$ cat src/sv/rc6_pkg.sv
// shared constants, types and arithmetic helpers for the rc6 cipher
`default_nettype none

package rc6_pkg;

	localparam int ROUNDS        = 20;
	localparam int RK_COUNT      = 2 * ROUNDS + 4;
	localparam int MAX_KEY_WORDS = 8;
	localparam int KEY_BYTES     = 4 * MAX_KEY_WORDS;
	localparam int KEY_REGS      = KEY_BYTES / 8;
	// key words never outnumber the round keys, so the step count is fixed
	localparam int MIX_STEPS     = 3 * RK_COUNT;

	localparam int ROUND_CNT_W   = $clog2(ROUNDS);
	localparam int MIX_CNT_W     = $clog2(MIX_STEPS);
	localparam int WORDS_W       = $clog2(MAX_KEY_WORDS + 1);
	localparam int KEY_LEN_W     = 6;
	localparam int CFG_INDEX_W   = 3;

	localparam logic [31:0] MAGIC_P = 32'hB7E15163;
	localparam logic [31:0] MAGIC_Q = 32'h9E3779B9;

	localparam logic [CFG_INDEX_W-1:0] CFG_KEY_0_7   = 3'd0;
	localparam logic [CFG_INDEX_W-1:0] CFG_KEY_8_15  = 3'd1;
	localparam logic [CFG_INDEX_W-1:0] CFG_KEY_16_23 = 3'd2;
	localparam logic [CFG_INDEX_W-1:0] CFG_KEY_24_31 = 3'd3;
	localparam logic [CFG_INDEX_W-1:0] CFG_KEY_LEN   = 3'd4;

	localparam logic MODE_ENC = 1'b0;
	localparam logic MODE_DEC = 1'b1;

	typedef enum logic [2:0] {
		CELL_HOLD,
		CELL_LOAD,
		CELL_SHIFT,
		CELL_FWD2,
		CELL_BACK2
	} cell_op_t;

	typedef enum logic [1:0] {
		MIX_IDLE,
		MIX_LOAD,
		MIX_STEP_A,
		MIX_STEP_B
	} mix_op_t;

	typedef struct packed {
		mix_op_t                    op;
		logic [KEY_LEN_W-1:0]       key_len;
	} mix_ctl_t;

	typedef enum logic [2:0] {
		ST_IDLE,
		ST_LOAD,
		ST_MIXA,
		ST_MIXB,
		ST_PRE,
		ST_ROUND,
		ST_POST,
		ST_DONE
	} state_t;

	function automatic logic [31:0] rotl32(input logic [31:0] x, input logic [4:0] n);
		logic [5:0] back;
		back = 6'd32 - {1'b0, n};
		return (x << n) | (x >> back);
	endfunction

	function automatic logic [31:0] rotr32(input logic [31:0] x, input logic [4:0] n);
		logic [5:0] back;
		back = 6'd32 - {1'b0, n};
		return (x >> n) | (x << back);
	endfunction

	// x * (2x + 1) mod 2^32, then rotate left by 5
	function automatic logic [31:0] quad_mix(input logic [31:0] x);
		logic [31:0] p;
		p = x * {x[30:0], 1'b1};
		return rotl32(p, 5'd5);
	endfunction

endpackage

`default_nettype wire

$ cat src/sv/rc6_cell.sv
// one 32-bit cell of the round-key ring
`default_nettype none

module rc6_cell
	import rc6_pkg::*;
(
	input  wire logic        clk,
	input  wire cell_op_t    op,
	input  wire logic [31:0] init_val,
	input  wire logic [31:0] next1,
	input  wire logic [31:0] next2,
	input  wire logic [31:0] prev2,
	output logic      [31:0] data_q
);

	always_ff @(posedge clk) begin
		unique case (op)
			CELL_HOLD:  data_q <= data_q;
			CELL_LOAD:  data_q <= init_val;
			CELL_SHIFT: data_q <= next1;
			CELL_FWD2:  data_q <= next2;
			CELL_BACK2: data_q <= prev2;
			default:    data_q <= data_q;
		endcase
	end

endmodule

`default_nettype wire

$ cat config.mk
export PLATFORM = sky130hd
export DESIGN_NAME = rc6_cell
export DESIGN_NICKNAME = d
export VERILOG_FILES = /design/src/sv/rc6_pkg.sv /design/src/sv/rc6_cell.sv
export SDC_FILE = /design/constraint.sdc
export NUM_CORES = 1
export LEC_CHECK = 0
export BUFFER_PORTS_ARGS = -buffer_cell sky130_fd_sc_hd__clkbuf_2
export CORE_MARGIN = 1.5
export CORE_UTILIZATION = 43
export CTS_BUF_LIST = sky130_fd_sc_hd__clkbuf_8
export CTS_CLUSTER_DIAMETER = 60
export DETAILED_ROUTE_END_ITERATION = 8
export HOLD_SLACK_MARGIN = 0.03
export PLACE_DENSITY = 0.89
export RECOVER_POWER = 50
export REMOVE_ABC_BUFFERS = 1
export SYNTH_ARGS = -nofsm -noshare
export SYNTH_HDL_FRONTEND = slang
export SYNTH_SLANG_ARGS = --single-unit
$ cat constraint.sdc
create_clock -name clk -period 5.03 [get_ports clk]
set_input_delay 0 -clock clk [delete_from_list [all_inputs] [get_ports clk]]
set_output_delay 0 -clock clk [all_outputs]
set_load 0.01 [all_outputs]
=== Word-level counts from Yosys, hierarchy flattened ===
Cells that the tools add are included.

* Register bits after elaboration: 32
* Word-level logic and storage cells: 7

* Equality and inequality tests: 4
* Multiplexer cells: 1
* Reduce and logical (&&, ||, !) cells: 1

{| class="wikitable"
|+ Operators by type and width
! cell !! number
|-
| case mux 32 bit (4 select lines) || 1
|-
| equality test 3 x 2 -> 1 bit (second input constant) || 2
|-
| nonzero test 4 bit || 1
|-
| equality test 3 x 1 -> 1 bit (second input constant) || 1
|-
| equality test 3 bit (second input constant) || 1
|}

=== Longest topological paths before layout ===
* Word-level depth: 2
* Gate-level depth with buffers: 5
* Mapped depth without buffers: 3

=== Least setup slack after synthesis ===
Ideal clock, no wire load.

* Path kind: input to register
* Start point: input op[0]
* End point: register data_q[0] (enable)
* Setup time: 0.436 ns
* Arrival time: 1.907 ns
* Slack: 2.687 ns
* Stages on the path: 3
* Path buffers: 1
* Cells stage by stage: buf_2 nor2_1 xnor2_1

* Cells in the longest elaborated chain, start to end: 2
* Elaborated cells on any way between the ends: 5
* Classes of those cells: eq/ne: 4; reduce/logical: 1

{| class="wikitable"
|+ RTL lines
! element !! line !! source
|-
| start, declared || rc6_cell.sv:8 || <nowiki>input wire cell_op_t op,</nowiki>
|-
| equality test 3 bit, or another cell as far along || rc6_cell.sv:17 || <nowiki>unique case (op)</nowiki>
|-
| nonzero test 4 bit (no line) (*) || -- ||
|-
| end signal, assigned || rc6_cell.sv:18 || <nowiki>CELL_HOLD: data_q <= data_q;</nowiki>
|-
| end signal, assigned || rc6_cell.sv:19 || <nowiki>CELL_LOAD: data_q <= init_val;</nowiki>
|-
| end signal, assigned || rc6_cell.sv:20 || <nowiki>CELL_SHIFT: data_q <= next1;</nowiki>
|-
| end, declared || rc6_cell.sv:13 || <nowiki>output logic [31:0] data_q</nowiki>
|}

Every way passes the cells marked *; elsewhere a longest branch is shown, timed or not.
A chain may end at the register's enable or synchronous reset.

=== Worst setup path in the final report ===
* Start point: input op[0]
* End point: register data_q[29] (enable)

The elaborated chain is that of the path after synthesis.

==> qor.csv <==
metric,value,unit
outcome,finished with violations,
violations in the final reports,"max-capacitance violations, max-slew violations",
synth unique cells,13,
total wire length,6390,µm
peak supply drop,156.4,µV
Die Wd,70.09,µm
ys flop type,edfxtp_1,
vias in the first global route,2075,
Synth area leaders,"edfxtp_1 (50%), o221a_1 (17%), o22a_1 (14%), or3_1 (10%), buf_2 (2.6%)",
number of diodes,0,
Setup TNS,0,ns
vias per cell,5.740,
# rows,24,
"Avg Cell Area, Syn",12.57,µm²
final worst setup slack,2.057,ns
period utilisation layout,59.11,%
Internal Power,0.0005346,W
initial antenna violation count,0,
Synth top area share,49.64,%
I/O Buffers,163,
Max Cap Viol,2,
routed len/inst,17.70,µm
power density over the cells,262.1,nW/µm²
clk slew on worst S/H paths,0.06,ns
# clock sinks,32,
Fin. Hold Viols,0,
kind of critical path,primary input to flop,
Clock power frac,24.1,%
Static Leak,1.185,nW
CTS root buffer,clkbuf_8,
Routed Antenna Nets,0,
worst slew pin tran,1.738,ns
HP Class,primary input to flop,
setup violators final,0,
Flop pwr share,48.6,%
RSZ-0062 raised after global routing,no,
fin util,64.34,%
Max Clk Rate,0.3363,GHz
via count,2072,
core box area,4354,µm²
Hold Path Depth,2,
dpl ws,2.319,ns
Routability Congestion,0.7823,
Hold Crit Start,next2[30],
"Seq/Total Area, Yosys",49.64,%
crit path DAT,2.84,ns
clk buf depth,2,
fin area,2801,µm²
HPWL after detailed placement,4841,µm
GRT overflow,0,
Largest regs,data_q x32,
asr flop ratio synth,0,%
Comb power frac,27.3,%
Biggest register,data_q,
IO Pins,164,
Die H,70.09,µm
largest net degree at the start of global routing,36,
Sw Ratio,27.18,%
"EDFF count, synth",32,
Mapped Cells,154,
"top cells by count, synth","edfxtp_1 (32), o22a_1 (32), or3_1 (32)",
Area growth syn-to-layout,44.73,%
CP Max Fanout,35,
final hold slack,0.07643,ns
Ys Warns,0,
Post-layout nets,441,
Resized cells post-CTS,0,
Net Sw Power,0.0001996,W
Slew Limit Fails,69,
Setup crit start kind,primary input,
first-pass GRT wire length,9846,µm
total CTS buffers,5,
Total Routing Usage GR,25.49,%
Die ar.,4913,µm²
Initial DRC Count,179,
Worst Path Required,4.90,ns
max reg flops,32,
hold_buf cts,0,
drc violations,0,
Max transition margin,-15.84,%
first-pass iteration count of the detailed router,4,
Post-CTS Setup Inserts,0,
starting density of the core,44.45,%
Area after DPL,2770,µm²
Tmin final,2.973,ns
endpoint class of the critical path,flop,
number of synthesized register bits,32,
Hold Path End,data_q[30],
share of layout cells above drive strength 1,46.28,%
H-tree level count,2,
CTS tree,built,
Mapped Area,1936,µm²
"area leader, netlist",edfxtp_1,
[cell families after synthesis]
logic type | count (synthesis) | synth area share [%]
AOI/OAI and AO/OA | 64 | 33.10
xor gates and xnor gates | 1 | 0.4526
buffers and inverters | 19 | 4.331
DFF | 32 | 49.64
and+or+nand+nor | 38 | 12.48
[per-stage QoR]
stage | power [W] | cells
finish | 0.0007342 | 361
global placement | 0.0005671 | 354
floorplan | 0.0004577 | 135
detailed placement | 0.0005738 | 354
global route | 0.0007689 | 361
CTS | 0.0007527 | 361
[worst max-delay path, cell delays in order]
cell and delay (ns):
clkbuf_1 1.12, nor2_1 0.23, xnor2_2 0.20, clkbuf_1 1.27
[cell type report]
type / count / area, µm²
clock inverters: 2 / 7.507
well taps: 52 / 65.06
repair buffers: 167 / 800.8
clock buffers: 5 / 68.82
flip-flops and latches: 32 / 960.9
fillers: 375 / 1553
multi-input cells: 103 / 898.4
[per-layer routing]
| metal | global-route usage (%) | part of all wire, % | vias to the layer above |
|---|---|---|---|
| met5 | 0 | 0 | - |
| met3 | 6.205 | 8.4 | 17 |
| li1 | - | - | 978 |
| met2 | 46.03 | 51 | 120 |
| met4 | 7.906 | 2.8 | 0 |
| met1 | 29.65 | 38 | 957 |
[placed cells by master (no fill, tap or decap), types with 2 or more instances in the layout]
cell type	count
clkbuf_2	130
clkbuf_1	34
o22a_1	32
or3_1	32
edfxtp_1	32
o221a_1	30
clkbuf_8	5
buf_4	3
nand2b_1	2
o221a_2	2
clkinv_1	2
[power groups by stage]
stage	clock (W)	sequential (W)	combinational [W]
6_report	0.000177	0.000357	0.000200
5_1_grt	0.000193	0.000360	0.000216
4_1_cts	0.000184	0.000356	0.000212
3_5_place_dp	0	0.000362	0.000212
3_3_place_gp	0	0.000360	0.000207
2_1_floorplan	0	0.000386	0.0000719
[worst max-delay path by stage]
stage                             to  slack (ns)  start
after floorplan            data_q[0]        2.87  op[0]
after global placement    data_q[29]        2.37  op[1]
after detailed placement  data_q[30]        2.32  op[1]
after CTS                 data_q[29]        2.61  op[1]
after global routing      data_q[18]        1.90  op[0]
final                     data_q[29]        2.06  op[0]
No activity file was read; power rests on OpenSTA's default activity.
