==> src/sv/rc6_pkg.sv <==
// shared constants, types and arithmetic helpers for the rc6 cipher
`default_nettype none

package rc6_pkg;

	localparam int ROUNDS        = 20;
	localparam int RK_COUNT      = 2 * ROUNDS + 4;
	localparam int MAX_KEY_WORDS = 8;
	localparam int KEY_BYTES     = 4 * MAX_KEY_WORDS;
	localparam int KEY_REGS      = KEY_BYTES / 8;
	// key words never outnumber the round keys, so the step count is fixed
	localparam int MIX_STEPS     = 3 * RK_COUNT;

	localparam int ROUND_CNT_W   = $clog2(ROUNDS);
	localparam int MIX_CNT_W     = $clog2(MIX_STEPS);
	localparam int WORDS_W       = $clog2(MAX_KEY_WORDS + 1);
	localparam int KEY_LEN_W     = 6;
	localparam int CFG_INDEX_W   = 3;

	localparam logic [31:0] MAGIC_P = 32'hB7E15163;
	localparam logic [31:0] MAGIC_Q = 32'h9E3779B9;

	localparam logic [CFG_INDEX_W-1:0] CFG_KEY_0_7   = 3'd0;
	localparam logic [CFG_INDEX_W-1:0] CFG_KEY_8_15  = 3'd1;
	localparam logic [CFG_INDEX_W-1:0] CFG_KEY_16_23 = 3'd2;
	localparam logic [CFG_INDEX_W-1:0] CFG_KEY_24_31 = 3'd3;
	localparam logic [CFG_INDEX_W-1:0] CFG_KEY_LEN   = 3'd4;

	localparam logic MODE_ENC = 1'b0;
	localparam logic MODE_DEC = 1'b1;

	typedef enum logic [2:0] {
		CELL_HOLD,
		CELL_LOAD,
		CELL_SHIFT,
		CELL_FWD2,
		CELL_BACK2
	} cell_op_t;

	typedef enum logic [1:0] {
		MIX_IDLE,
		MIX_LOAD,
		MIX_STEP_A,
		MIX_STEP_B
	} mix_op_t;

	typedef struct packed {
		mix_op_t                    op;
		logic [KEY_LEN_W-1:0]       key_len;
	} mix_ctl_t;

	typedef enum logic [2:0] {
		ST_IDLE,
		ST_LOAD,
		ST_MIXA,
		ST_MIXB,
		ST_PRE,
		ST_ROUND,
		ST_POST,
		ST_DONE
	} state_t;

	function automatic logic [31:0] rotl32(input logic [31:0] x, input logic [4:0] n);
		logic [5:0] back;
		back = 6'd32 - {1'b0, n};
		return (x << n) | (x >> back);
	endfunction

	function automatic logic [31:0] rotr32(input logic [31:0] x, input logic [4:0] n);
		logic [5:0] back;
		back = 6'd32 - {1'b0, n};
		return (x >> n) | (x << back);
	endfunction

	// x * (2x + 1) mod 2^32, then rotate left by 5
	function automatic logic [31:0] quad_mix(input logic [31:0] x);
		logic [31:0] p;
		p = x * {x[30:0], 1'b1};
		return rotl32(p, 5'd5);
	endfunction

endpackage

`default_nettype wire

==> src/sv/rc6_round_unit.sv <==
// one rc6 round, encrypt or decrypt, combinational
`default_nettype none

module rc6_round_unit
	import rc6_pkg::*;
(
	input  wire logic        mode,
	input  wire logic [31:0] a,
	input  wire logic [31:0] b,
	input  wire logic [31:0] c,
	input  wire logic [31:0] d,
	input  wire logic [31:0] k_even,
	input  wire logic [31:0] k_odd,
	output logic      [31:0] a_nx,
	output logic      [31:0] b_nx,
	output logic      [31:0] c_nx,
	output logic      [31:0] d_nx
);

	logic [31:0] src_t;
	logic [31:0] src_u;
	logic [31:0] t;
	logic [31:0] u;

	// decrypt first rotates the words right, so its mix sources are a and c
	assign src_t = (mode == MODE_ENC) ? b : a;
	assign src_u = (mode == MODE_ENC) ? d : c;
	assign t = quad_mix(src_t);
	assign u = quad_mix(src_u);

	always_comb begin
		if (mode == MODE_ENC) begin
			a_nx = b;
			b_nx = rotl32(c ^ u, t[4:0]) + k_odd;
			c_nx = d;
			d_nx = rotl32(a ^ t, u[4:0]) + k_even;
		end else begin
			a_nx = rotr32(d - k_even, u[4:0]) ^ t;
			b_nx = a;
			c_nx = rotr32(b - k_odd, t[4:0]) ^ u;
			d_nx = c;
		end
	end

endmodule

`default_nettype wire

==> config.mk <==
export PLATFORM = sky130hd
export DESIGN_NAME = rc6_round_unit
export DESIGN_NICKNAME = d
export VERILOG_FILES = /design/src/sv/rc6_pkg.sv /design/src/sv/rc6_round_unit.sv
export SDC_FILE = /design/constraint.sdc
export NUM_CORES = 2
export LEC_CHECK = 0
export BUFFER_PORTS_ARGS = -buffer_cell sky130_fd_sc_hd__buf_2
export CAP_MARGIN = 25
export CORE_AREA = 4 4 258 450
export DETAILED_ROUTE_END_ITERATION = 6
export DIE_AREA = 0 0 262 454
export PLACE_DENSITY = 0.73
export SYNTH_ARGS = -nofsm -noshare
export SYNTH_HDL_FRONTEND = slang
export SYNTH_SLANG_ARGS = --single-unit
==> constraint.sdc <==
create_clock -name vclk -period 46.2
set_input_delay 9.24 -clock vclk [all_inputs]
set_output_delay 9.24 -clock vclk [all_outputs]
set_load 0.01 [all_outputs]
Yosys cells after proc, flatten, opt, wreduce, memory -nomap -nowiden. Cells that the tools add are included.

Add/sub/neg operators: 6. Multiply operators: 2. Divide/modulo/power cells: 0. Magnitude comparators: 0. Equal/unequal tests: 0. Shift operators: 8. Multiplexer cells: 6. Bitwise gates (word level): 10. Reductions and logical operators: 0.

Operators by type and width (count): 2-to-1 mux 32 bit (6); OR 32 bit (4); bitwise XOR 32 bit (4); adder 32 bit (2); multiplier 32 x 32 -> 32 bit (2); OR 32 x 5 -> 32 bit (2); << shifter 32 x 5 -> 32 bit (2); << shifter 32 x 6 -> 32 bit (2); >> shifter 32 x 5 -> 32 bit (2); >> shifter 32 x 6 -> 32 bit (2); subtractor 32 bit (2); subtractor 6 x 5 -> 6 bit, first input constant (2).

Flip-flop bits (word level): 0. Bits in latches: 0. Bits in writable memories: 0. Bits in read-only memories: 0. Bits of input ports: 193. Output and inout bits: 128. Logic and storage cells: 32. Memories: 0.

Longest topological paths before layout.
Word-level depth: 8. Gate-level depth with buffers: 64.

Worst setup path after synthesis. OpenSTA, ideal clock, no wires.

Kind: input-to-output. Start point: in mode. End point: out b_nx[31]. Arrival time: 23397 ps. Required time: 36960 ps. Setup slack: 13563 ps. Cell stages on the path: 61. Path buffers: 17. Cells stage by stage: buf_2 -> buf_2 -> clkbuf_1 -> clkbuf_1 -> clkbuf_1 -> a21oi_1 -> inv_1 -> clkbuf_1 -> nand2_1 -> fa_1 -> inv_1 -> fa_1 -> fa_1 -> inv_1 -> fa_1 -> inv_1 -> fa_1 -> inv_1 -> [25 not listed] -> o211ai_1 -> o211ai_1 -> nand3_1 -> o221ai_1 -> ha_1 -> a211o_1 -> a21oi_1 -> a2111oi_0 -> a2111oi_0 -> o31ai_1 -> a41oi_1 -> a2111oi_0 -> or2_1 -> a21oi_1 -> nor2b_1 -> o41a_1 -> xnor3_1 -> mux2_2.

Longest elaborated chain between the ends: 8. Elaborated cells between the ends (all ways): 13. Classes of those cells: 2 x add/sub; 2 x mul; 2 x shift; 3 x mux; 4 x bitwise.

Ends and longest elaborated chain: from (decl) (RTL line rc6_round_unit.sv:7) `input wire logic mode,`; 2-to-1 mux 32 bit, on equally long branches (RTL line rc6_round_unit.sv:26, rc6_round_unit.sv:27); multiplier 32 x 32 -> 32 bit (RTL line rc6_pkg.sv:78) `p = x * {x[30:0], 1'b1};`; OR 32 x 5 -> 32 bit (RTL line rc6_pkg.sv:66) `return (x << n) | (x >> back);`; subtractor 6 x 5 -> 6 bit / bitwise XOR 32 bit (equally long branches) (RTL line rc6_pkg.sv:65, rc6_round_unit.sv:34); >> shifter 32 x 6 -> 32 bit / << shifter 32 x 5 -> 32 bit (equally long branches) (RTL line rc6_pkg.sv:66); OR 32 bit (RTL line rc6_pkg.sv:66); adder 32 bit (RTL line rc6_round_unit.sv:34) `b_nx = rotl32(c ^ u, t[4:0]) + k_odd;`; 2-to-1 mux 32 bit (*) (RTL line rc6_round_unit.sv:32) `if (mode == MODE_ENC) begin`; to (decl) (RTL line rc6_round_unit.sv:15) `output logic [31:0] b_nx,`.

Mark *: on every way between the ends. The rest lies on a longest branch, timed or not.

Final worst setup path. Ends and elaborated chain as after synthesis.

==> impl_results.html <==
<table>
<tr><th>Metric</th><th>Value</th></tr>
<tr><th colspan="2">Outcome</th></tr>
<tr><td>Run status</td><td>finished with violations</td></tr>
<tr><td>Violations in the final reports</td><td>DRC</td></tr>
<tr><th colspan="2">Floorplanning</th></tr>
<tr><td>Vertical extent of the die</td><td>about 450 um</td></tr>
<tr><td>Horizontal die dimension</td><td>262 um</td></tr>
<tr><td>Die ar.</td><td>0.119 mm2</td></tr>
<tr><td>Initial cell density of the core</td><td>44.8%</td></tr>
<tr><td>Num ports</td><td>321</td></tr>
<tr><td># rows</td><td>about 160</td></tr>
<tr><td>Placeable core region</td><td>0.112 mm2</td></tr>
<tr><th colspan="2">Hold path</th></tr>
<tr><td>Min-delay worst type</td><td>in -&gt; out</td></tr>
<tr><th colspan="2">Logic synthesis</th></tr>
<tr><td>Share of Yosys cell area claimed by the top area cell type</td><td>between 20% and 30%</td></tr>
<tr><td>Cell Area, Synth</td><td>0.0503 mm2</td></tr>
<tr><td>Net count of the mapped netlist</td><td>~7.7k</td></tr>
<tr><td>Post-synthesis average cell area</td><td>7.82 um2</td></tr>
<tr><td>Sequential share of the synthesized area</td><td>0%</td></tr>
<tr><td>Area contributors post-synth</td><td>fa_1 (29%), ha_1 (9.4%), inv_1 (7.1%)</td></tr>
<tr><td>Count of cell types in the netlist</td><td>around 120</td></tr>
<tr><td>Synth Warn #</td><td>0</td></tr>
<tr><td>Cell types with the highest counts after synthesis</td><td>inv_1 (945), fa_1 (734), nor2_1 (645)</td></tr>
<tr><td>Cell type with the highest aggregate area in the netlist</td><td>fa_1</td></tr>
<tr><td>Most common cell in the netlist</td><td>inv_1</td></tr>
<tr><td>Synth Instances</td><td>6432</td></tr>
<tr><th colspan="2">Detailed routing</th></tr>
<tr><td>Detailed-route wire length per cell</td><td>33.6 um</td></tr>
<tr><td>Via-to-Cell Ratio</td><td>6.65</td></tr>
<tr><td>Aggregate routed wire length</td><td>approximately 270 mm</td></tr>
<tr><td>Count of nets left with antenna violations after detail routing</td><td>0</td></tr>
<tr><td>DRC viols</td><td>18</td></tr>
<tr><td>Total number of vias</td><td>between 50k and 60k</td></tr>
<tr><td>DR pass1 iterations</td><td>7</td></tr>
<tr><td>Number of violations reported at the end of detailed-routing iteration 0</td><td>6724</td></tr>
<tr><th colspan="2">Global routing</th></tr>
<tr><td>Maximum number of pins on one net before global-route repair</td><td>90</td></tr>
<tr><td>Antenna violations before repair</td><td>20</td></tr>
<tr><td>Wire length of the first global-routing pass</td><td>382 mm</td></tr>
<tr><td>Remaining global-route overflow</td><td>0</td></tr>
<tr><td>Global routing usage summed across all routing layers</td><td>between 40 and 50%</td></tr>
<tr><td>Vias in the first global route</td><td>53.5k</td></tr>
<tr><th colspan="2">Final layout</th></tr>
<tr><td>Combined flip-flop and latch cell area</td><td>0 um2</td></tr>
<tr><td>Area grow syn2layout</td><td>6.13%</td></tr>
<tr><td>Fraction of final layout cells sized beyond drive strength 1</td><td>10.3%</td></tr>
<tr><td>Seq cells</td><td>0</td></tr>
<tr><td>Number of nets in the finished design</td><td>around 8k</td></tr>
<tr><td>Clock buffer cells</td><td>0</td></tr>
<tr><th colspan="2">STA</th></tr>
<tr><td>Final sum of negative setup slack</td><td>0 ns</td></tr>
<tr><td>Final-report hold violation count</td><td>0</td></tr>
<tr><td>Setup repair after global routing missed its margin</td><td>false</td></tr>
<tr><td>Fin Hold WS</td><td>18.84 ns</td></tr>
<tr><td>Transition time at the pin with the least slew margin</td><td>between 1 and 1.5 ns</td></tr>
<tr><td>Fmax</td><td>28.0 MHz</td></tr>
<tr><td>Final Critical Period</td><td>between 30 and 40 ns</td></tr>
<tr><td>Number of slew-limit violations in the final report</td><td>0</td></tr>
<tr><td>Setup violations, final</td><td>0</td></tr>
<tr><td>Relative slew margins</td><td>13.0%</td></tr>
<tr><td>Final worst-path cycle share</td><td>77.4%</td></tr>
<tr><th colspan="2">Critical path</th></tr>
<tr><td>Category of the most critical setup path</td><td>in -&gt; out</td></tr>
<tr><td>Biggest cell delay along the critical path</td><td>0.82 ns</td></tr>
<tr><td>Crit-path leading delay family</td><td>compound AO/OA/AOI/OAI gates</td></tr>
<tr><td>Buffers and inverters on the worst path</td><td>14</td></tr>
<tr><td>Kind of end point of the critical path</td><td>output port</td></tr>
<tr><td>Worst EP required</td><td>roughly 37 ns</td></tr>
<tr><td>Top cell by count, worst path</td><td>fa_1</td></tr>
<tr><td>Critical Path Fanout Max</td><td>slightly below 90</td></tr>
<tr><td>Data arrival time of the worst path</td><td>between 20 and 30 ns</td></tr>
<tr><td>Worst setup SP type</td><td>input port</td></tr>
<tr><td>Critical-path cell with the highest stage delay</td><td>a21oi_1</td></tr>
<tr><th colspan="2">Clock tree</th></tr>
<tr><td>Count of hold buffers inserted by post-cts repair</td><td>0</td></tr>
<tr><td>Setup repair bufs after CTS</td><td>0</td></tr>
<tr><td>Number of gates resized after CTS</td><td>0</td></tr>
<tr><th colspan="2">Flow run</th></tr>
<tr><td>Number of maximum-capacitance violations</td><td>0</td></tr>
<tr><th colspan="2">Placement</th></tr>
<tr><td>GP Congestion</td><td>1.13</td></tr>
<tr><td>IO Port Bufs</td><td>321</td></tr>
<tr><td>Total half-perimeter wirelength after legalization and detailed placement</td><td>226 mm</td></tr>
</table>
-- tightest hold or removal path, cell delays in order --
cell,delay [ns]
buf_2,0.11
nand2_1,0.05
o21ai_0,0.06
buf_2,0.14
-- stage by stage --
stage | cells | worst slack [ns] | utilization [%] | cell area, um2
global route | 8046 | 9.80 | 47.5 | 53400
CTS | 8032 | 10.79 | 47.4 | 53300
detailed placement | 8032 | 10.85 | 47.4 | 53300
floorplan | 6432 | 13.56 | - | 50300
global placement | 8024 | 11.03 | 47.3 | 53200
finish | 8061 | 10.44 | 47.5 | 53400
-- kinds of logic after synthesis --
| kind of cell | Yosys count | share of synthesized area [%] |
|---|---|---|
| mux | 275 | 6.36 |
| xor+xnor | 334 | 6.49 |
| compound gates | 1640 | 22.2 |
| buf+inv | 1304 | 10.5 |
| simple gates | 1766 | 15.8 |
| fa+ha+maj | 1113 | 38.6 |
-- layout make-up --
type | instances | area [um2]
Antenna cell | 18 | 45.0
Tap cell | 1485 | 1860
Multi-Input combinational cell | 5128 | 45200
Inverter | 964 | 3620
Timing Repair Buffer | 466 | 2700
Fill cell | 11300 | 59000
-- layer usage --
layer  share of wire, %  routed length [um]  track usage (%)  vias up
li1                   -                   -                -    22200
met4                 13               34400             40.1        8
met2                 44              119000             69.7     3828
met3                 10               27200             11.7     1308
met1                 33               89800             49.3    26200
met5              0.020                  53                0        -
-- worst paths after layout --
kind	depth (start not counted)	start	to	slack, ns
max	52	mode	b_nx[31]	10.44
min	4	c[11]	d_nx[11]	18.84
-- layout by cell type (no fill, tap or decap), types with 20 or more instances in the layout --
cell type	count
inv_1	944
fa_1	734
nor2_1	643
nand2_1	554
ha_1	379
a21oi_1	345
buf_2	325
o21ai_0	303
xnor2_1	222
mux2i_1	184
buf_4	136
a21o_1	125
nand3_1	114
nor3_1	109
a211oi_1	99
o211ai_1	88
xor2_1	84
a31oi_1	68
o21a_1	63
mux2_2	60
nor2b_1	50
o31ai_1	50
and3_1	48
o22ai_1	36
and2_1	34
or3_1	34
nand2b_1	32
a211o_1	30
a22oi_1	30
nand4_1	28
mux4_2	28
nor4_1	27
a221oi_1	26
o21ai_1	23
a21boi_0	23
or2_2	22
o21bai_1	22
a311oi_1	20
