--- src/sv/rc6_pkg.sv ---
// shared constants, types and arithmetic helpers for the rc6 cipher
`default_nettype none

package rc6_pkg;

	localparam int ROUNDS        = 20;
	localparam int RK_COUNT      = 2 * ROUNDS + 4;
	localparam int MAX_KEY_WORDS = 8;
	localparam int KEY_BYTES     = 4 * MAX_KEY_WORDS;
	localparam int KEY_REGS      = KEY_BYTES / 8;
	// key words never outnumber the round keys, so the step count is fixed
	localparam int MIX_STEPS     = 3 * RK_COUNT;

	localparam int ROUND_CNT_W   = $clog2(ROUNDS);
	localparam int MIX_CNT_W     = $clog2(MIX_STEPS);
	localparam int WORDS_W       = $clog2(MAX_KEY_WORDS + 1);
	localparam int KEY_LEN_W     = 6;
	localparam int CFG_INDEX_W   = 3;

	localparam logic [31:0] MAGIC_P = 32'hB7E15163;
	localparam logic [31:0] MAGIC_Q = 32'h9E3779B9;

	localparam logic [CFG_INDEX_W-1:0] CFG_KEY_0_7   = 3'd0;
	localparam logic [CFG_INDEX_W-1:0] CFG_KEY_8_15  = 3'd1;
	localparam logic [CFG_INDEX_W-1:0] CFG_KEY_16_23 = 3'd2;
	localparam logic [CFG_INDEX_W-1:0] CFG_KEY_24_31 = 3'd3;
	localparam logic [CFG_INDEX_W-1:0] CFG_KEY_LEN   = 3'd4;

	localparam logic MODE_ENC = 1'b0;
	localparam logic MODE_DEC = 1'b1;

	typedef enum logic [2:0] {
		CELL_HOLD,
		CELL_LOAD,
		CELL_SHIFT,
		CELL_FWD2,
		CELL_BACK2
	} cell_op_t;

	typedef enum logic [1:0] {
		MIX_IDLE,
		MIX_LOAD,
		MIX_STEP_A,
		MIX_STEP_B
	} mix_op_t;

	typedef struct packed {
		mix_op_t                    op;
		logic [KEY_LEN_W-1:0]       key_len;
	} mix_ctl_t;

	typedef enum logic [2:0] {
		ST_IDLE,
		ST_LOAD,
		ST_MIXA,
		ST_MIXB,
		ST_PRE,
		ST_ROUND,
		ST_POST,
		ST_DONE
	} state_t;

	function automatic logic [31:0] rotl32(input logic [31:0] x, input logic [4:0] n);
		logic [5:0] back;
		back = 6'd32 - {1'b0, n};
		return (x << n) | (x >> back);
	endfunction

	function automatic logic [31:0] rotr32(input logic [31:0] x, input logic [4:0] n);
		logic [5:0] back;
		back = 6'd32 - {1'b0, n};
		return (x >> n) | (x << back);
	endfunction

	// x * (2x + 1) mod 2^32, then rotate left by 5
	function automatic logic [31:0] quad_mix(input logic [31:0] x);
		logic [31:0] p;
		p = x * {x[30:0], 1'b1};
		return rotl32(p, 5'd5);
	endfunction

endpackage

`default_nettype wire

--- src/sv/rc6_key_mix.sv ---
// key schedule mixing registers and the ring of key words
`default_nettype none

module rc6_key_mix
	import rc6_pkg::*;
(
	input  wire logic        clk,
	input  wire logic        arst_n,
	input  wire mix_ctl_t    ctl,
	input  wire logic [63:0] key_reg [KEY_REGS],
	input  wire logic [31:0] s_head,
	output logic      [31:0] mix_a_q
);

	logic [31:0]        l_q [MAX_KEY_WORDS];
	logic [31:0]        mix_b_q;
	logic [WORDS_W-1:0] words_q;

	logic [KEY_LEN_W-1:0] len_sat;
	logic [WORDS_W-1:0]   words_nx;
	logic [31:0]          key_word [MAX_KEY_WORDS];
	logic [31:0]          ab_sum;
	logic [31:0]          new_b;

	assign len_sat  = (ctl.key_len > KEY_LEN_W'(KEY_BYTES)) ? KEY_LEN_W'(KEY_BYTES)
		: ctl.key_len;
	// empty key still counts as one zero word
	assign words_nx = (len_sat == '0) ? WORDS_W'(1)
		: WORDS_W'((len_sat + KEY_LEN_W'(3)) >> 2);

	always_comb begin
		for (int w = 0; w < MAX_KEY_WORDS; w++) begin
			key_word[w] = '0;
		end
		for (int k = 0; k < KEY_BYTES; k++) begin
			if (KEY_LEN_W'(k) < len_sat) begin
				key_word[k / 4][(k % 4) * 8 +: 8] = key_reg[k / 8][(k % 8) * 8 +: 8];
			end
		end
	end

	assign ab_sum = mix_a_q + mix_b_q;
	assign new_b  = rotl32(l_q[0] + ab_sum, ab_sum[4:0]);

	always_ff @(posedge clk or negedge arst_n) begin
		if (!arst_n) begin
			mix_a_q <= '0;
			mix_b_q <= '0;
		end else begin
			unique case (ctl.op)
				MIX_LOAD: begin
					mix_a_q <= '0;
					mix_b_q <= '0;
				end
				MIX_STEP_A: mix_a_q <= rotl32(s_head + ab_sum, 5'd3);
				MIX_STEP_B: mix_b_q <= new_b;
				default: ;
			endcase
		end
	end

	// key words rotate through a ring whose length is the word count
	always_ff @(posedge clk) begin
		unique case (ctl.op)
			MIX_LOAD: begin
				words_q <= words_nx;
				for (int w = 0; w < MAX_KEY_WORDS; w++) begin
					l_q[w] <= key_word[w];
				end
			end
			MIX_STEP_B: begin
				for (int w = 0; w < MAX_KEY_WORDS; w++) begin
					l_q[w] <= (WORDS_W'(w) == words_q - WORDS_W'(1)) ? new_b
						: l_q[(w + 1) % MAX_KEY_WORDS];
				end
			end
			default: ;
		endcase
	end

endmodule

`default_nettype wire

--- config.mk ---
export PLATFORM = sky130hd
export DESIGN_NAME = rc6_key_mix
export DESIGN_NICKNAME = d
export VERILOG_FILES = /design/src/sv/rc6_pkg.sv /design/src/sv/rc6_key_mix.sv
export SDC_FILE = /design/constraint.sdc
export NUM_CORES = 1
export LEC_CHECK = 0
export ABC_AREA = 0
export BUFFER_PORTS_ARGS = -buffer_cell sky130_fd_sc_hd__buf_4
export CAP_MARGIN = 5
export CORE_MARGIN = 10
export CORE_UTILIZATION = 45
export CTS_CLUSTER_DIAMETER = 150
export CTS_CLUSTER_SIZE = 8
export DETAILED_ROUTE_END_ITERATION = 10
export PLACE_DENSITY = 0.75
export SLEW_MARGIN = 5
export SYNTH_ARGS = -nofsm -noshare
export SYNTH_HDL_FRONTEND = slang
export SYNTH_SLANG_ARGS = --single-unit
--- constraint.sdc ---
create_clock -name clk -period 11.83 [get_ports clk]
set_input_delay 1.183 -clock clk [delete_from_list [all_inputs] [get_ports clk]]
set_output_delay 1.183 -clock clk [all_outputs]
set_load 0.005 [all_outputs]
Yosys cells after proc, flatten, opt, wreduce, memory -nomap -nowiden
Memories as Yosys holds them, arrays and structs flattened.
Cells that the tools add are included.
{ "classes": {"add_sub_neg": 6, "magnitude_cmp": 33, "eq_ne": 10, "shifts": 2, "n_mux": 55, "n_bitwise": 10, "n_reduce_logical": 4} }
{ "op_table": {"columns": ["operator", "count"], "rows": [
  ["32-bit 2-to-1 mux", 16],
  ["8-bit 2-to-1 mux", 32],
  ["32-bit one-hot mux with 2 select lines", 2],
  ["32-bit adder", 3],
  ["5-bit by 6-bit < comparator with 1-bit output (first input constant)", 16],
  ["4-bit by 6-bit < comparator with 1-bit output (first input constant)", 8],
  ["32-bit by 3-bit bitwise OR with 32-bit output", 1],
  ["32-bit bitwise OR", 1],
  ["32-bit by 5-bit left shift with 32-bit output", 1],
  ["32-bit by 6-bit right shift with 32-bit output", 1],
  ["3-bit by 6-bit < comparator with 1-bit output (first input constant)", 4],
  ["3-bit by 4-bit == test with 1-bit output (first input constant)", 4],
  ["1-bit by 6-bit < comparator with 1-bit output (first input constant)", 2],
  ["2-bit by 6-bit < comparator with 1-bit output (first input constant)", 2],
  ["2-bit by 4-bit == test with 1-bit output (first input constant)", 2],
  ["1-bit bitwise OR", 8],
  ["6-bit by 2-bit adder with 6-bit output (second input constant)", 1],
  ["6-bit > comparator (second input constant)", 1],
  ["6-bit zero test", 1],
  ["6-bit 2-to-1 mux", 1],
  ["6-bit by 5-bit subtractor with 6-bit output (first input constant)", 1],
  ["1-bit by 4-bit == test with 1-bit output (first input constant)", 1],
  ["2-bit == test (second input constant)", 2],
  ["4-bit zero test", 1],
  ["4 further kinds", 8]
]} }
{ "word_totals": {"reg_bits": 68, "ram_bits": 256, "output_inout_bits": 32, "wordCells": 124, "memories": 1} }
{ "mem_list": {"columns": ["name", "words", "width", "rd", "rd_clocked_by_memory_dff", "wr", "line_no", "rtl"], "rows": [
  ["l_q", 8, 32, 8, 0, 8, "rc6_key_mix.sv:15", "logic [31:0] l_q [MAX_KEY_WORDS];"]
]} }

Longest topological paths before layout
Gate-level depths: netlist of the first run.
{ "logic_depth": {"ltp_word": 6, "depth_mapped": 28, "mapped_depth_nobuf": 26} }

Least setup slack after synthesis of the first run
No wires, ideal clock.
{ "synth_path": {"kind": "in2reg", "from": "in ctl[7] (netlist name)", "to": "mem l_q[0][0] (enable)", "setup_time_ns": 0.605, "arrival_ns": 7.002, "path_slack_ns": 4.223, "path_stages": 6, "cell_sequence": "inv_1 > ha_1 > clkbuf_1 > nor2_1 > clkbuf_1 > inv_1"} }
{ "synth_rtl": {"columns": ["item", "line_no", "rtl"], "rows": [
  ["start, declared", "rc6_key_mix.sv:9", "input wire mix_ctl_t ctl,"],
  ["end, declared", "rc6_key_mix.sv:15", null]
]} }

==> results of run 1 <==
## cells by family after synthesis
kind of cell,after synthesis
adders and majority gates,101
DFF,324
muxes,61
AOI/OAI and AO/OA,1185
xor gates and xnor gates,87
buffers and inverters,224
and+or+nand+nor,770
## worst max-delay path by stage
stage                           start                     to  cells after the start
3_5_place_dp   mix_a_q[0]$_DFFE_PN0P_  l_q[0][213]$_DFFE_PP_                     26
5_1_grt        mix_a_q[0]$_DFFE_PN0P_   l_q[0][56]$_DFFE_PP_                     24
6_report       mix_a_q[0]$_DFFE_PN0P_  l_q[0][213]$_DFFE_PP_                     26
3_3_place_gp   mix_a_q[0]$_DFFE_PN0P_  l_q[0][144]$_DFFE_PP_                     24
4_1_cts        mix_a_q[0]$_DFFE_PN0P_  l_q[0][197]$_DFFE_PP_                     26
2_1_floorplan                  ctl[7]    l_q[0][0]$_DFFE_PP_                      6
## through the flow
stage / hold slack, ns / instances / cell area [um^2]
floorplan: 0.4428 / 2752 / 24580
global placement: 0.4802 / 3650 / 27740
detailed placement: 0.4786 / 3650 / 27750
CTS: 0.4906 / 3725 / 29070
global route: 0.5370 / 3725 / 29070
finish: 0.4849 / 3726 / 29080
## registers in the layout (all words and copies together) (netlist names)
register and count:
l_q 256, mix_a_q 32, mix_b_q 32, words_q 4
## cells in the mapped netlist (all sizes together) (12+ instances only)
cell type | instances | area (um^2)
and2 | 19 | 118.9
ha | 98 | 1226
nor2 | 214 | 803.3
a32oi | 91 | 797.0
buf | 23 | 103.9
o211ai | 25 | 192.7
a211oi | 36 | 315.3
a31oi | 74 | 490.5
nand3 | 47 | 235.2
o21bai | 16 | 120.1
and3 | 41 | 266.5
a21o | 88 | 660.6
nand4 | 17 | 106.4
o21ai | 433 | 2175
nor2b | 16 | 100.1
edfxtp | 260 | 7807
clkbuf | 162 | 608.1
o21a | 21 | 157.7
inv | 38 | 142.6
o31ai | 27 | 221.5
nand2b | 19 | 118.9
or3 | 14 | 92.59
xnor2 | 59 | 516.8
a22o | 49 | 429.2
mux2i | 31 | 314.1
a21oi | 162 | 829.6
a2111oi | 14 | 122.6
nand2 | 268 | 1008
mux2 | 12 | 135.1
mux4 | 18 | 405.4
nor3 | 87 | 440.4
xor2 | 26 | 227.7
o22ai | 21 | 137.6
dfrtp | 64 | 1602
## layer usage
layer / up-vias / part of all wire
met4: 4 / 0.061
met1: 12320 / 0.37
met3: 346 / 0.12
met5: - / 0.00027
met2: 1874 / 0.45
li1: 11180 / -
## cell type report
type,instances,area share
clock inverter,3,0.002022
multi-input combinational,2204,0.4950
timing repair buffer,387,0.1003
tap,696,0.02995
antenna,1,0.00008606
inverter,39,0.005293
clock buffer,72,0.04368
sequential,324,0.3236
## placed cells by master (no fill, tap or decap), drive strengths merged, types with 19 or more instances in the layout
master | netlist | layout
o21ai | 433 | 433
nor3 | 87 | 87
nand2b | 19 | 19
nor2 | 214 | 214
a21oi | 162 | 162
a31oi | 74 | 74
and3 | 41 | 41
o21a | 21 | 21
o22ai | 21 | 21
dfrtp | 64 | 64
nand3 | 47 | 47
xor2 | 26 | 26
o211ai | 25 | 25
a211oi | 36 | 36
edfxtp | 260 | 260
ha | 98 | 98
nand2 | 268 | 268
buf | 23 | 387
clkbuf | 162 | 72
o31ai | 27 | 27
a21o | 88 | 88
mux2i | 31 | 31
a22o | 49 | 49
inv | 38 | 40
and2 | 19 | 19
xnor2 | 59 | 59
a32oi | 91 | 91
## worst register-to-register path, stage by stage (launching register included)
cell	delay, ns
dfrtp_1	0.40
ha_2	0.22
fa_1	0.43
a21o_1	0.21
a21oi_1	0.29
o21a_1	0.17
o21ai_0	0.15
a211oi_1	0.45
o41ai_1	0.22
a41oi_1	0.33
a21oi_1	0.17
a31oi_1	0.16
a21oi_1	0.06
a221oi_1	0.39
ha_1	0.43
nand4_1	0.19
nor2_1	0.09
nand2_1	0.07
o211ai_1	0.09
a31oi_1	0.32
nor2_1	0.11
xnor2_1	0.67
o21ai_0	0.32
o41ai_4	0.20
mux2i_2	0.33
a311oi_4	0.76
o21ai_1	0.21
==> results_dict.tcl, run 1 <==
set metrics [dict create \
    yosys.area_share.simple 0.1427 \
    required_ns 12.12 \
    numCtsBuffers 46 \
    slowest_stage "a311oi_4" \
    post-cts-setup-buffers 0 \
    first_pass_iters 6 \
    cp.buffers_inverters 0 \
    multi_input_area_um2 14390 \
    layout_setup_ws_ns 4.091 \
    grt_setup_unrepaired "no" \
    r2r-start "mix_a_q[0]$_DFFE_PN0P_" \
    crit_fanout 10 \
    synth_top_family_by_area "compound AO/OA/AOI/OAI gates" \
    io_buffers 329 \
    synthToLayoutAreaGrowth_pct 18.29 \
    clkSinkCount 324 \
    clk_pin_slew_ns 0.06 \
    yosys.area_share.xor_xnor 0.03212 \
    synth_cells 2752 \
    crit_family "compound AO/OA/AOI/OAI gates" \
    ff2ff_path_depth 26 \
    slew_viol_final 0 \
    grt-ovfl-total 0 \
    syn-num-nets 3151 \
    min_path_cells 2 \
    hold_viol_final 0 \
    synth_seq_cells 324 \
    cts_tree "built" \
    io_pins 330 \
    vias_per_cell 6.902 \
    crit_path_max_incr_delay_ns 0.75 \
    vias 25720 \
    synth_edf_count 260 \
    use_met2 0.5392 \
    hpwl_um 86640 \
    synth_ff_type "edfxtp_1" \
    drt_iter0_markers 3813 \
    synth_compound_area_frac 0.3204 \
    synth_mux_area_frac 0.03477 \
    grt_usage 0.3404 \
    synth_cell_types 100 \
    initial_utilization 0.4559 \
    hold_path_class "flip-flop to flip-flop" \
    yosysWarnings 0 \
    clk_latency_ns 0.59 \
    grt_max_degree 218 \
    maxCapViolCount 0 \
    setup_tns_ns 0 \
    die_w_um 253.7 \
    hold_path_end "mix_b_q[5]$_DFFE_PN0P_" \
    coreArea_um2 53920 \
    ctsResizeCount 0 \
    grt_pass1_wl_um 164500 \
    die-area_um2 64370 \
    worstMarginPinSlew_ns 1.362 \
    final_antenna_net_count 0 \
    async_reset_ff_frac 0.1975 \
    hp-start "mix_b_q[5]$_DFFE_PN0P_" \
    regToRegEndpoint "l_q[0][213]$_DFFE_PP_" \
    place_ws_ns 4.323 \
    max_freq_ghz 0.1292 \
    synth_area_um2 24580 \
    busiest_layer "met2" \
    cp.arrival_ns 8.03 \
    slew_headroom 0.09208 \
    clock_skew_ns 0.03437 \
    fin_util 0.5393 \
    crit_path_end_kind "flip-flop" \
    nets 3401 \
    drive_gt1_frac 0.1776 \
    seqCellArea_um2 9409 \
    wl_per_cell_um 30.41 \
    postCtsHoldBufs 0 \
    syn_area_per_cell_um2 8.932 \
    synth_fa_ha_area_frac 0.05233 \
    htree_levels 2 \
    drc_errors 0 \
    post-route-period-util 0.6542 \
    fin_crit_ns 7.739 \
    clock-root-buffer "clkbuf_16" \
    gp_congestion 1.041 \
    r2r_slack_ns 4.09 \
    synth-seq-area-share 0.3828 \
    outcome "completed" \
    crit_type "flip-flop to flip-flop" \
    cp_common_cell "a21oi_1" \
    fillCellCount 4774 \
    clk_path_buf_depth 3 \
    drt-total-wl_um 113300 \
    gr-usage-met3 0.08377 \
    setup_viol 0 \
    start_kind "flip-flop" \
    rows 85 \
    antenna_found_initial 4 \
    grt_pass1_vias 24810 \
    die_h_um 253.7 \
    use_met1 0.4225 \
]
Power of run 1 is not shown: default switching activity piles up to over one toggle a cycle in this logic, so the estimate is an artifact.
==> inputs of run 2 (changes only) <==
--- a/config.mk
+++ b/config.mk
@@ -13,7 +13,7 @@
 export CTS_CLUSTER_DIAMETER = 150
 export CTS_CLUSTER_SIZE = 8
 export DETAILED_ROUTE_END_ITERATION = 10
-export PLACE_DENSITY = 0.75
+export PLACE_DENSITY = 0.77
 export SLEW_MARGIN = 5
 export SYNTH_ARGS = -nofsm -noshare
 export SYNTH_HDL_FRONTEND = slang
==> constraint.sdc (replaced) <==
create_clock -name clk -period 6.2 [get_ports clk]
set_input_delay 0.62 -clock clk [delete_from_list [all_inputs] [get_ports clk]]
set_output_delay 0.62 -clock clk [all_outputs]
set_load 0.005 [all_outputs]
==> results_dict.tcl, run 2 (same netlist as run 1, synthesis figures left out) <==
set metrics [dict create \
    post-route-period-util 1.017 \
    grt_pass1_wl_um 186100 \
    coreArea_um2 53920 \
    gp_congestion 1.020 \
    postCtsHoldBufs 0 \
    start_kind "flip-flop" \
    cp.buffers_inverters 5 \
    slowest_stage "a2111o_1" \
    setup_viol 42 \
    io_buffers 329 \
    crit_path_end_kind "flip-flop" \
    cts_tree "built" \
    htree_levels 2 \
    hpwl_um 101200 \
    max_freq_ghz 0.1586 \
    die_h_um 253.7 \
    hold_ws_ns 0.1770 \
    largestRegisters "l_q x256, mix_a_q x32, mix_b_q x32" \
    crit_fanout 6 \
    maxCapViolCount 0 \
    cp.arrival_ns 6.65 \
    first_pass_iters 6 \
    drc_errors 0 \
    synthToLayoutAreaGrowth_pct 40.68 \
    final_antenna_net_count 0 \
    fin_crit_ns 6.307 \
    vias_per_cell 6.840 \
    hold_viol_final 0 \
    violations "negative setup slack" \
    largest-register "l_q" \
    crit_family "compound AO/OA/AOI/OAI gates" \
    drt_iter0_markers 4421 \
    required_ns 6.54 \
    hold_path_class "input port to asynchronous set/reset pin" \
    antenna_found_initial 10 \
    slew_viol_final 0 \
    layout_setup_ws_ns -0.1072 \
    crit_path_max_incr_delay_ns 0.43 \
    clk_latency_ns 0.64 \
    die-area_um2 64370 \
    vias 28440 \
    grt_setup_unrepaired "yes" \
    layout_common_cells "buf_4 (727), o21ai_0 (296), nand2_1 (261), edfxtp_1 (260), nor2_1 (184)" \
    layout_commonest_cell "buf_4" \
    drive_gt1_frac 0.3496 \
    clkSinkCount 324 \
    outcome "finished, violations left" \
    drt-total-wl_um 133800 \
    grt_pass1_vias 27210 \
    numCtsBuffers 46 \
    multi_input_area_um2 16070 \
    crit_type "flip-flop to flip-flop" \
    grt_usage 0.3930 \
    largest_reg_flops 256 \
    clock-root-buffer "clkbuf_16" \
    nets 3826 \
    setup_tns_ns -1.552 \
    slew_headroom 0.07410 \
    clk_path_buf_depth 3 \
    cp_common_cell "buf_6" \
    die_w_um 253.7 \
    clock_skew_ns 0.05016 \
    wl_per_cell_um 32.18 \
    grt-ovfl-total 0 \
    io_pins 330 \
    fillCellCount 4475 \
    seqCellArea_um2 9410 \
    worstMarginPinSlew_ns 1.385 \
    clk_pin_slew_ns 0.06 \
    initial_utilization 0.4559 \
    rows 85 \
    grt_max_degree 127 \
]
## run 2: changes by cell type in the layout (fill, tap and decap cells not counted), sizes merged
cell	delta
clkinv	+4
o21ai	+1
clkinvlp	+1
bufinv	-1
buf	+420
clkbuf	+10
inv	-3
## run 2: path summary, 6_finish.rpt
kind,from,endpoint,slack [ns],cells past startpoint
max in group asynchronous,arst_n,mix_a_q[1]$_DFFE_PN0P_,5.29,1
worst max register to register,mix_b_q[6]$_DFFE_PN0P_,l_q[0][92]$_DFFE_PP_,-0.11,29
min in group clk,key_reg[246],l_q[0][54]$_DFFE_PP_,0.28,3
worst min register to register,mix_b_q[7]$_DFFE_PN0P_,mix_b_q[7]$_DFFE_PN0P_,0.48,2
worst max-delay path,mix_b_q[6]$_DFFE_PN0P_,l_q[0][92]$_DFFE_PP_,-0.11,29
worst min-delay path,arst_n,mix_a_q[10]$_DFFE_PN0P_,0.18,1
## run 2: metal layers
| metal | up-vias | global-route usage | wire length (um) |
|---|---|---|---|
| li1 | 12060 | - | - |
| met1 | 13760 | 0.5102 | 50250 |
| met2 | 2104 | 0.6026 | 58140 |
| met3 | 509 | 0.08315 | 15300 |
| met4 | 6 | 0.2167 | 10080 |
| met5 | - | 0 | 40 |
## run 2: timing repair
action,in CTS,in global routing
gates cloned,0,6
setup endpoints to repair,288,288
pin swaps,35,130
gates resized for setup,104,395
buffers inserted,19,56
## run 2: layout make-up
cell class              count  share of cell area
repair buffers            811              0.1941
diodes                      1          0.00007237
multi-input cells        2205              0.4646
well taps                 696             0.02518
flip-flops and latches    324              0.2721
clock inverters             4            0.002750
inverters                  39            0.004342
clock buffers              78             0.03676
## run 2: through the flow
step / setup slack [ns] / cell area [um^2] / utilization / cells
6_report: -0.1072 / 34580 / 0.6413 / 4158
5_1_grt: -0.3684 / 34580 / 0.6412 / 4157
4_1_cts: 0.007806 / 32610 / 0.6048 / 4099
3_5_place_dp: -0.9856 / 30610 / 0.5676 / 3999
3_3_place_gp: -0.9207 / 30610 / 0.5676 / 3999
2_1_floorplan: 0.03916 / 24580 / - / 2752
## run 2: worst register-to-register path, delay by kind of cell (launching register included)
kind	cells	cell delay, ns
XOR/XNOR	1	0.18
buffers and inverters	5	0.79
AND/OR/NAND/NOR	5	0.85
adder cells (fa/ha/maj)	2	0.55
flip-flops	1	0.41
AO/OA/AOI/OAI	16	3.23
Power of run 2 is left out for the same reason.
